==> src/sv/i2crm_pkg.sv <==
// ----------------------------------------------------------------------------
// i2crm_pkg
// Types and constants shared by the I2C register master.
// ----------------------------------------------------------------------------
`timescale 1ns / 1ps
`default_nettype none

package i2crm_pkg;

	typedef enum logic [1:0] {
		ACT_TICK   = 2'd0,
		ACT_WRITE  = 2'd1,
		ACT_READ   = 2'd2,
		ACT_SUPPLY = 2'd3
	} action_t;

	typedef enum logic [3:0] {
		PH_IDLE      = 4'd0,
		PH_START     = 4'd1,
		PH_ADDRW     = 4'd2,
		PH_REG       = 4'd3,
		PH_RESTART   = 4'd4,
		PH_ADDRR     = 4'd5,
		PH_WAITDATA  = 4'd6,
		PH_DATAW     = 4'd7,
		PH_READ      = 4'd8,
		PH_STOP_OK   = 4'd9,
		PH_STOP_FAIL = 4'd10
	} phase_t;

	typedef enum logic {
		REG_DEVICE_ADDRESS = 1'b0,
		REG_ACK_TIMEOUT    = 1'b1
	} reg_index_t;

	localparam logic [7:0] ACK_TIMEOUT_RESET = 8'd150;
	localparam logic [3:0] BITS_PER_BYTE     = 4'd8;
	localparam int         PADDR_WIDTH       = 3;

	typedef struct packed {
		logic [1:0] action;
		logic [7:0] reg_address;
		logic [7:0] byte_count;
		logic [7:0] write_data;
		logic       sda_in;
	} in_t;

	typedef struct packed {
		logic       scl_out;
		logic       sda_out;
		logic [7:0] read_data;
		logic       read_valid;
		logic       read_last;
		logic       need_write_byte;
		logic       done_res;
		logic       failed;
		logic       busy_res;
	} out_t;

endpackage

`default_nettype wire

==> src/sv/i2c_register_master_top.sv <==
// ----------------------------------------------------------------------------
// i2c_register_master_top
// I2C master for register writes and reads, stepped by tick items.
// ----------------------------------------------------------------------------
// Every input item produces exactly one result. The block takes one item per
// clock cycle while the output side is not stalled; each item passes an input
// register and then a result register, where its result is presented. The bus
// sequence state is updated once per item in the single stage between those
// registers, which is what lets items follow back to back.
// Pin levels change only on tick items; begin and supply items only load.
`timescale 1ns / 1ps
`default_nettype none

module i2c_register_master_top (
	input  wire                            clk,
	input  wire                            arst_n,
	input  wire                            in_valid,
	output logic                           in_ready,
	input  wire i2crm_pkg::in_t            in_data,
	output logic                           out_valid,
	input  wire                            out_ready,
	output i2crm_pkg::out_t                out_data,
	input  wire                            psel,
	input  wire                            penable,
	input  wire                            pwrite,
	input  wire [i2crm_pkg::PADDR_WIDTH-1:0] paddr,
	input  wire [31:0]                     pwdata,
	output logic [31:0]                    prdata,
	output logic                           pready
);
	import i2crm_pkg::*;

	logic [6:0] dev_addr_q;
	logic [7:0] ack_timeout_q;

	in_t        item_s1;
	logic       valid_s1;
	logic       advance;

	phase_t     phase_q, phase_d;
	logic [2:0] sub_q, sub_d;
	logic [3:0] bit_q, bit_d;
	logic [7:0] shift_q, shift_d;
	logic [7:0] left_q, left_d;
	logic [7:0] held_q, held_d;
	logic       is_read_q, is_read_d;
	logic [7:0] wait_q, wait_d;
	logic       scl_q, scl_d;
	logic       sda_q, sda_d;
	out_t       res;
	logic [7:0] left_dec;
	logic [7:0] shift_in;
	logic [3:0] bit_inc;

	// Configuration port.
	assign pready = 1'b1;

	always_ff @(posedge clk or negedge arst_n) begin
		if (!arst_n) begin
			dev_addr_q    <= '0;
			ack_timeout_q <= ACK_TIMEOUT_RESET;
		end else if (psel && penable && pwrite) begin
			unique case (reg_index_t'(paddr[2]))
				REG_DEVICE_ADDRESS: dev_addr_q    <= pwdata[6:0];
				REG_ACK_TIMEOUT:    ack_timeout_q <= pwdata[7:0];
				default: ;
			endcase
		end
	end

	always_comb begin
		prdata = '0;
		unique case (reg_index_t'(paddr[2]))
			REG_DEVICE_ADDRESS: prdata = {25'd0, dev_addr_q};
			REG_ACK_TIMEOUT:    prdata = {24'd0, ack_timeout_q};
			default: ;
		endcase
	end

	// Flow control: the stage moves when the result register is free or drains.
	assign advance  = valid_s1 && (!out_valid || out_ready);
	assign in_ready = !valid_s1 || advance;

	always_ff @(posedge clk or negedge arst_n) begin
		if (!arst_n) begin
			valid_s1 <= 1'b0;
		end else if (in_ready) begin
			valid_s1 <= in_valid;
		end
	end

	always_ff @(posedge clk) begin
		if (in_valid && in_ready) begin
			item_s1 <= in_data;
		end
	end

	assign left_dec = left_q - 8'd1;
	assign shift_in = {shift_q[6:0], item_s1.sda_in};
	assign bit_inc  = bit_q + 4'd1;

	always_comb begin
		phase_d   = phase_q;
		sub_d     = sub_q;
		bit_d     = bit_q;
		shift_d   = shift_q;
		left_d    = left_q;
		held_d    = held_q;
		is_read_d = is_read_q;
		wait_d    = wait_q;
		scl_d     = scl_q;
		sda_d     = sda_q;
		res       = '0;

		case (action_t'(item_s1.action))
			ACT_WRITE, ACT_READ: begin
				if (phase_q == PH_IDLE) begin
					held_d    = item_s1.reg_address;
					left_d    = item_s1.byte_count;
					is_read_d = (item_s1.action == ACT_READ);
					wait_d    = '0;
					shift_d   = '0;
					phase_d   = PH_START;
					sub_d     = '0;
					bit_d     = '0;
				end
			end
			ACT_SUPPLY: begin
				if (phase_q == PH_WAITDATA) begin
					phase_d = PH_DATAW;
					sub_d   = '0;
					bit_d   = '0;
					shift_d = item_s1.write_data;
				end
			end
			default: begin
				unique case (phase_q)
					PH_START, PH_RESTART: begin
						case (sub_q)
							3'd0: begin sda_d = 1'b1; sub_d = 3'd1; end
							3'd1: begin scl_d = 1'b1; sub_d = 3'd2; end
							3'd2: begin sda_d = 1'b0; sub_d = 3'd3; end
							default: begin
								scl_d = 1'b0;
								sub_d = '0;
								bit_d = '0;
								if (phase_q == PH_START) begin
									phase_d = PH_ADDRW;
									shift_d = {dev_addr_q, 1'b0};
								end else begin
									phase_d = PH_ADDRR;
									shift_d = {dev_addr_q, 1'b1};
								end
							end
						endcase
					end
					PH_ADDRW, PH_REG, PH_ADDRR, PH_DATAW: begin
						if (bit_q < BITS_PER_BYTE) begin
							case (sub_q)
								3'd0: begin
									sda_d   = shift_q[7];
									shift_d = {shift_q[6:0], 1'b0};
									sub_d   = 3'd1;
								end
								3'd1: begin scl_d = 1'b1; sub_d = 3'd2; end
								default: begin
									scl_d = 1'b0;
									bit_d = bit_inc;
									sub_d = '0;
								end
							endcase
						end else begin
							case (sub_q)
								3'd0: begin sda_d = 1'b1; sub_d = 3'd1; end
								3'd1: begin
									scl_d  = 1'b1;
									wait_d = '0;
									sub_d  = 3'd2;
								end
								3'd2: begin
									if (!item_s1.sda_in) begin
										sub_d = 3'd3;
									end else if (wait_q >= ack_timeout_q) begin
										phase_d = PH_STOP_FAIL;
										sub_d   = '0;
										bit_d   = '0;
									end else begin
										wait_d = wait_q + 8'd1;
									end
								end
								default: begin
									// Acknowledge seen: pick the next part of the transfer.
									scl_d = 1'b0;
									sub_d = '0;
									bit_d = '0;
									case (phase_q)
										PH_ADDRW: begin
											phase_d = PH_REG;
											shift_d = held_q;
										end
										PH_REG: begin
											if (is_read_q)
												phase_d = PH_RESTART;
											else if (left_q != 8'd0)
												phase_d = PH_WAITDATA;
											else
												phase_d = PH_STOP_OK;
										end
										PH_ADDRR: begin
											if (left_q != 8'd0) begin
												phase_d = PH_READ;
												shift_d = '0;
											end else begin
												phase_d = PH_STOP_OK;
											end
										end
										default: begin
											left_d  = left_dec;
											phase_d = (left_dec != 8'd0) ? PH_WAITDATA
												: PH_STOP_OK;
										end
									endcase
								end
							endcase
						end
					end
					PH_READ: begin
						if (bit_q < BITS_PER_BYTE) begin
							if (sub_q == 3'd0) begin
								scl_d = 1'b0;
								sub_d = 3'd1;
							end else begin
								scl_d   = 1'b1;
								shift_d = shift_in;
								bit_d   = bit_inc;
								sub_d   = '0;
								if (bit_inc == BITS_PER_BYTE) begin
									res.read_valid = 1'b1;
									res.read_data  = shift_in;
									res.read_last  = (left_q == 8'd1);
								end
							end
						end else begin
							case (sub_q)
								3'd0: begin
									// Acknowledge every byte but the last.
									scl_d = 1'b0;
									sda_d = (left_q == 8'd1);
									sub_d = 3'd1;
								end
								3'd1: begin scl_d = 1'b1; sub_d = 3'd2; end
								3'd2: begin scl_d = 1'b0; sub_d = 3'd3; end
								default: begin
									sda_d  = 1'b1;
									left_d = left_dec;
									sub_d  = '0;
									bit_d  = '0;
									if (left_dec != 8'd0) begin
										phase_d = PH_READ;
										shift_d = '0;
									end else begin
										phase_d = PH_STOP_OK;
									end
								end
							endcase
						end
					end
					PH_STOP_OK, PH_STOP_FAIL: begin
						case (sub_q)
							3'd0: begin
								scl_d = 1'b0;
								sda_d = 1'b1;
								sub_d = 3'd1;
							end
							3'd1: begin sda_d = 1'b0; sub_d = 3'd2; end
							3'd2: begin scl_d = 1'b1; sub_d = 3'd3; end
							default: begin
								sda_d        = 1'b1;
								res.done_res = 1'b1;
								res.failed   = (phase_q == PH_STOP_FAIL);
								phase_d      = PH_IDLE;
								sub_d        = '0;
								bit_d        = '0;
							end
						endcase
					end
					default: ;
				endcase
			end
		endcase

		res.scl_out         = scl_d;
		res.sda_out         = sda_d;
		res.need_write_byte = (phase_d == PH_WAITDATA);
		res.busy_res        = (phase_d != PH_IDLE);
	end

	always_ff @(posedge clk or negedge arst_n) begin
		if (!arst_n) begin
			phase_q   <= PH_IDLE;
			sub_q     <= '0;
			bit_q     <= '0;
			shift_q   <= '0;
			left_q    <= '0;
			held_q    <= '0;
			is_read_q <= 1'b0;
			wait_q    <= '0;
			scl_q     <= 1'b1;
			sda_q     <= 1'b1;
		end else if (advance) begin
			phase_q   <= phase_d;
			sub_q     <= sub_d;
			bit_q     <= bit_d;
			shift_q   <= shift_d;
			left_q    <= left_d;
			held_q    <= held_d;
			is_read_q <= is_read_d;
			wait_q    <= wait_d;
			scl_q     <= scl_d;
			sda_q     <= sda_d;
		end
	end

	// Result register.
	always_ff @(posedge clk or negedge arst_n) begin
		if (!arst_n) begin
			out_valid <= 1'b0;
		end else if (advance) begin
			out_valid <= 1'b1;
		end else if (out_ready) begin
			out_valid <= 1'b0;
		end
	end

	always_ff @(posedge clk) begin
		if (advance) begin
			out_data <= res;
		end
	end

endmodule

`default_nettype wire

==> config.mk <==
export PLATFORM = sky130hd
export DESIGN_NAME = i2c_register_master_top
export DESIGN_NICKNAME = d
export VERILOG_FILES = /design/src/sv/i2crm_pkg.sv /design/src/sv/i2c_register_master_top.sv
export SDC_FILE = /design/constraint.sdc
export NUM_CORES = 1
export LEC_CHECK = 0
export BUFFER_PORTS_ARGS = -buffer_cell sky130_fd_sc_hd__buf_2
export CELL_PAD_IN_SITES_DETAIL_PLACEMENT = 0
export CELL_PAD_IN_SITES_GLOBAL_PLACEMENT = 1
export CORE_MARGIN = 5
export CORE_UTILIZATION = 47
export CTS_BUF_LIST = sky130_fd_sc_hd__clkbuf_16
export DETAILED_ROUTE_END_ITERATION = 10
export PLACE_DENSITY_LB_ADDON = 0.3
export SYNTH_ARGS = -nofsm -noshare
export SYNTH_HDL_FRONTEND = slang
export SYNTH_SLANG_ARGS = --single-unit
==> constraint.sdc <==
create_clock -name clk -period 5.5 [get_ports clk]
set_input_delay 0.55 -clock clk [delete_from_list [all_inputs] [get_ports clk]]
set_output_delay 0.55 -clock clk [all_outputs]
set_load 0.02 [all_outputs]
==> results of run 1 <==
[where the power goes]
group,total (mW),switching (mW),internal [mW]
logic,0.985,0.582,0.402
clock network,0.632,0.316,0.317
registers,1.17,0.172,0.996
total,2.79,1.07,1.72
[sequential cells by signal, summed over array words and instances, names as in the netlist, 4 cells and up]
name and count:
ack_timeout_q 8, bit_q 4, dev_addr_q 7, held_q 8
item_s1 27, left_q 8, out_data 16, phase_q 4
shift_q 8, wait_q 8
[final timing paths]
check | to | start | depth (start not counted) | slack [ns]
setup reg to reg | left_q[0] | phase_q[2] | 7 | 1.72
hold reg to reg | held_q[1] | item_s1[18] | 1 | 0.48
hold / removal | left_q[5] | arst_n | 2 | 0.35
min in group clk | item_s1[14] | in_data[14] | 1 | 0.36
max in group asynchronous | bit_q[2] | arst_n | 2 | 4.56
setup / recovery | left_q[0] | phase_q[2] | 7 | 1.72
[cell families (layout without fill, tap and decap cells)]
family	count (synthesis)	after routing	synth area share (%)
other	2	25	0.1180
and+or+nand+nor	203	203	17.46
AOI/OAI and AO/OA	147	147	16.73
xor gates and xnor gates	5	5	0.6883
buffers and inverters	84	118	7.058
muxes	48	48	8.435
DFF	105	105	44.79
adders and majority gates	24	24	4.719
[critical path: stages, from the launching register on]
cell and delay, ns:
dfrtp_1 0.82, nand2b_1 0.41, a21oi_2 0.14, nor2_1 0.87, nor4_1 0.11, o21ai_1 0.83, nor3_1 0.13, a211o_1 0.33
[per-layer routing]
metal  up-vias  wire length [um]  GRT usage (%)
li1       2360                 -              -
met1      2434              6936          28.15
met2       171              7416          30.79
met3        25               939          2.648
met4         0               342          7.760
met5         -                 0              0
[cell type report]
| cell class | count | area share (%) |
|---|---|---|
| flip-flops and latches | 105 | 40.70 |
| multi-input cells | 452 | 44.99 |
| clock buffers | 9 | 3.216 |
| inverters | 28 | 1.501 |
| well taps | 176 | 3.145 |
| repair buffers | 74 | 5.503 |
| clock inverters | 7 | 0.9469 |
[cells in the final DEF (no fill, tap or decap), drive strengths merged, types with 7 or more instances in the layout]
master and count:
nor3b 8, conb 25, mux2 45, nor2b 11
edfxtp 43, a21oi 28, nand2b 11, buf 74
dfrtp 56, and3 10, and2 12, nor4 7
nand4 7, nor2 47, a31oi 7, ha 24
o21ai 38, nor3 27, a221o 8, o211ai 7
nand3 9, inv 31, a22o 9, nand2 33
clkbuf 9
==> results.cfg, run 1 <==
[routing]
drt_iter0_markers = 339
wl_um = 15640
ant_nets = 0
wl_per_cell_um = 18.37
vias = 4990
via_per_inst = 5.864
drc = 0
firstDrtPassIters = 4

[final_layout]
syn_to_final_growth_pct = 10.05
regArea_mm2 = 0.002850
final_area_mm2 = 0.007003
drive_gt1_share_pct = 23.70
nets = 763
fin_cells = 851
utilization_pct = 52.88
fillCellCount = 1215
multi_input_area_mm2 = 0.003151
antennaDiodeCount = 0

[timing]
fin_crit_sh_pct = 68.79
drv_slew = 0
grt_setup_unrepaired = no
worst_pin_slew_ns = 1.083
setup_viol = 0
hold_viol = 0
relSlewSlack_pct = 27.55
fin_ws_ns = 1.717
hold_slack_ns = 0.3487
fin_skew_ns = 0.006545
period_needed_ns = 3.783
setup_tns_ns = 0
max_freq_ghz = 0.2643

[synthesis]
syn_area_mm2 = 0.006364
yosys_warnings = 0
ys_seq_area_share_pct = 44.79
synth-edff-count = 43
synth_seq_cells = 105
synth_cell_type_count = 81
async_flop_share_pct = 59.05
synth_area_leader_cell = dfrtp_1
netlist.area_leader.share_pct = 22.02
synth.top_cells.by_count = dfrtp_1, nor2_1, mux2_2, edfxtp_1, o21ai_0
synthTopCellsByArea = dfrtp_1, edfxtp_1, mux2_2
synth.avg_cell_area_um2 = 10.30
synthFlopType = dfrtp_1
netlist_instances = 618
synthMostInstantiatedCell = dfrtp_1

[grt]
grt_pass1_wl_um = 25620
grt_overflow = 0
grt_max_degree = 63
grt_pass1_vias = 4875
grt_use_total_pct = 19.79
antenna_found_initial = 0

[run_status]
outcome = finished clean

[place]
dpl_cell_area_mm2 = 0.006711
routabilityCongestion = 0.9082
place_ws_ns = 1.840
place_inst = 835
dp_hpwl_um = 11190
port_buffers = 68

[floorplanning]
core_area_mm2 = 0.01324
start_util_pct = 48.05
core.rowCount = 42
die-area_mm2 = 0.01597
die_h_um = 126.4
die_x_um = 126.4
ios = 120

[setup_path]
cp.arrival_ns = 4.02
crit_fanout = 21
setup.worst_path.start_class = flip-flop
critPathKind = reg -> reg
worstSetupEndpointType = flip-flop
required_ns = 5.74

[clock_network]
clkLatencyLatePin_ns = 0.36
cts_root_buf = clkbuf_16
cts.sinks = 105
htree_levels = 3
cts.repair.resized = 0
cts_tree = yes
clk_pin_slew_ns = 0.08
cts_setup_buffers = 0
cts_made_buffers = 9
hold_buffers = 0
clockBufferDepth = 2

[power]
power_leakage_nw = 2.911
power_mw = 2.786
power_density_mw_per_mm2 = 397.8
ir_worst_vdd_mv = 0.2268

[min_path]
hold_path_class = in -> async

[job]
cap_violations = 0
(Power assumes the default switching activity.)
==> inputs of run 2 (changes only) <==
CORE_UTILIZATION = 44   (was 47)
clock period = 3.6 ns   (was 5.5 ns; I/O delays follow)
==> run 2 against run 1 <==
Critical path depth grew 1. Highest routed layer unchanged. Core utilization shrank 3.2 points. Sequential share of layout area shrank 0.80 points. Final cell count grew 2.8%. First-iteration DRC count grew 7.7%. Register-to-register slack lost 1.2 ns. Design area grew 2.0%. Sequential power grew 53%. Total power grew 57%. Routed wire length grew 2.8%. Combinational power grew 58%. Largest cell class unchanged. Via count grew 1.1%.
==> results.cfg, run 2 (synthesis gave the netlist of run 1 again) <==
[clock_network]
cts_tree = yes
clockBufferDepth = 2
clk_pin_slew_ns = 0.07
clkLatencyLatePin_ns = 0.37
cts_setup_buffers = 0
cts_made_buffers = 9
cts_root_buf = clkbuf_16
htree_levels = 3
cts.sinks = 105

[setup_path]
cp.arrival_ns = 3.30
critPathKind = reg -> reg
setup.worst_path.start_class = flip-flop
required_ns = 3.83
crit_fanout = 10
worstSetupEndpointType = flip-flop

[power]
power_leakage_nw = 2.986
internal-power_mw = 2.721
ir_worst_vdd_mv = 0.3026
power_mw = 4.369
power_density_mw_per_mm2 = 611.6
switchingPower_mw = 1.648
swShare_pct = 37.73
clkPwrFrac_pct = 23.2
p_seq_share_pct = 41.0
power_frac_comb_pct = 35.8

[timing]
max_freq_ghz = 0.3263
hold_slack_ns = 0.1717
hold_viol = 0
fin_crit_sh_pct = 85.14
worst_pin_slew_ns = 1.038
fin_skew_ns = 0.01331
setup_tns_ns = 0
setup_viol = 0
period_needed_ns = 3.065
grt_setup_unrepaired = no
relSlewSlack_pct = 30.57
drv_slew = 0

[place]
routabilityCongestion = 0.9094
dp_hpwl_um = 11830
place_inst = 858
port_buffers = 68
dpl_cell_area_mm2 = 0.006834

[routing]
wl_per_cell_um = 18.37
wl_um = 16070
drc = 0
ant_nets = 0
drt_iter0_markers = 365
firstDrtPassIters = 5
via_per_inst = 5.763
vias = 5043

[floorplanning]
die_h_um = 130.3
core.rowCount = 44
start_util_pct = 44.29
die-area_mm2 = 0.01697
die_x_um = 130.3
core_area_mm2 = 0.01437
ios = 120

[final_layout]
largestRegisters = item_s1 (27), out_data (16)
drive_gt1_share_pct = 25.04
final_common_cell = buf_2
syn_to_final_growth_pct = 12.25
largest_register_ffs = 27
final_cell_mix = buf_2, dfrtp_1, nor2_1
antennaDiodeCount = 0
fin_cells = 875
final_area_mm2 = 0.007143
largest_register = item_s1
nets = 779

[grt]
grt_use_total_pct = 19.40
grt_pass1_vias = 4821
grt_overflow = 0
grt_pass1_wl_um = 25610
grt_max_degree = 44
antenna_found_initial = 0

[min_path]
hold_path_class = in -> reg

[job]
cap_violations = 0

[run_status]
outcome = finished clean
[run 2: cell count changes in the layout (fill, tap and decap cells not counted)]
cell	previous run	this run
clkinv_1	0	2
clkinv_4	3	1
buf_4	6	21
inv_6	1	0
inv_8	1	0
dlygate4sd3_1	0	1
bufinv_16	0	1
clkinvlp_4	0	1
[run 2: power groups by stage]
stage,sequential (mW),combinational [mW],clock (mW)
floorplan,1.74,1.17,0
global placement,1.80,1.51,0
detailed placement,1.81,1.55,0
CTS,1.79,1.55,1.04
global route,1.83,1.72,1.08
finish,1.79,1.56,1.01
[run 2: metrics by stage]
step | setup WS (ns) | utilization, %
global route | 0.4509 | 49.71
detailed placement | 0.7157 | 47.56
finish | 0.5349 | 49.71
global placement | 0.7010 | 47.56
floorplan | 1.002 | -
CTS | 0.6770 | 49.71
[run 2: area by class of cell]
class / count / area (um2)
Timing Repair Buffer: 90 / 508.0
Fill cell: 1324 / 7226
Multi-Input combinational cell: 452 / 3151
Tap cell: 184 / 230.2
Clock buffer: 9 / 225.2
Clock inverter: 7 / 73.82
Sequential cell: 105 / 2850
Inverter: 28 / 105.1
[run 2: what timing repair did]
item | 4_1_cts | 5_1_grt
endpoints found under the hold margin | 17 | 0
gates resized for setup | 0 | 0
hold buffers | 1 | 0
[run 2: final timing paths]
path | slack (ns) | start | cells past startpoint | endpoint
max | 0.53 | phase_q[2] | 8 | out_data[3]
min | 0.17 | in_data[22] | 1 | item_s1[22]
max reg2reg | 0.53 | phase_q[2] | 8 | out_data[3]
min reg2reg | 0.48 | item_s1[21] | 1 | held_q[4]
max in group asynchronous | 2.13 | arst_n | 3 | held_q[1]
min in group asynchronous | 0.49 | arst_n | 2 | phase_q[0]
[run 2: layer usage]
metal / vias up / track usage [%] / part of all wire (%)
li1: 2381 / - / -
met1: 2452 / 27.80 / 46
met5: - / 0 / 0
met2: 192 / 29.84 / 47
met3: 18 / 3.889 / 6.0
met4: 0 / 5.685 / 1.5
[run 2: worst max-delay path, cell delays in order (launching register included)]
cell	delay, ns
dfrtp_1	0.51
nand2b_1	0.24
buf_4	0.19
o21ai_0	0.49
nor2_1	0.11
a2111oi_1	0.74
o21ai_1	0.22
o2111ai_1	0.27
and3_1	0.18
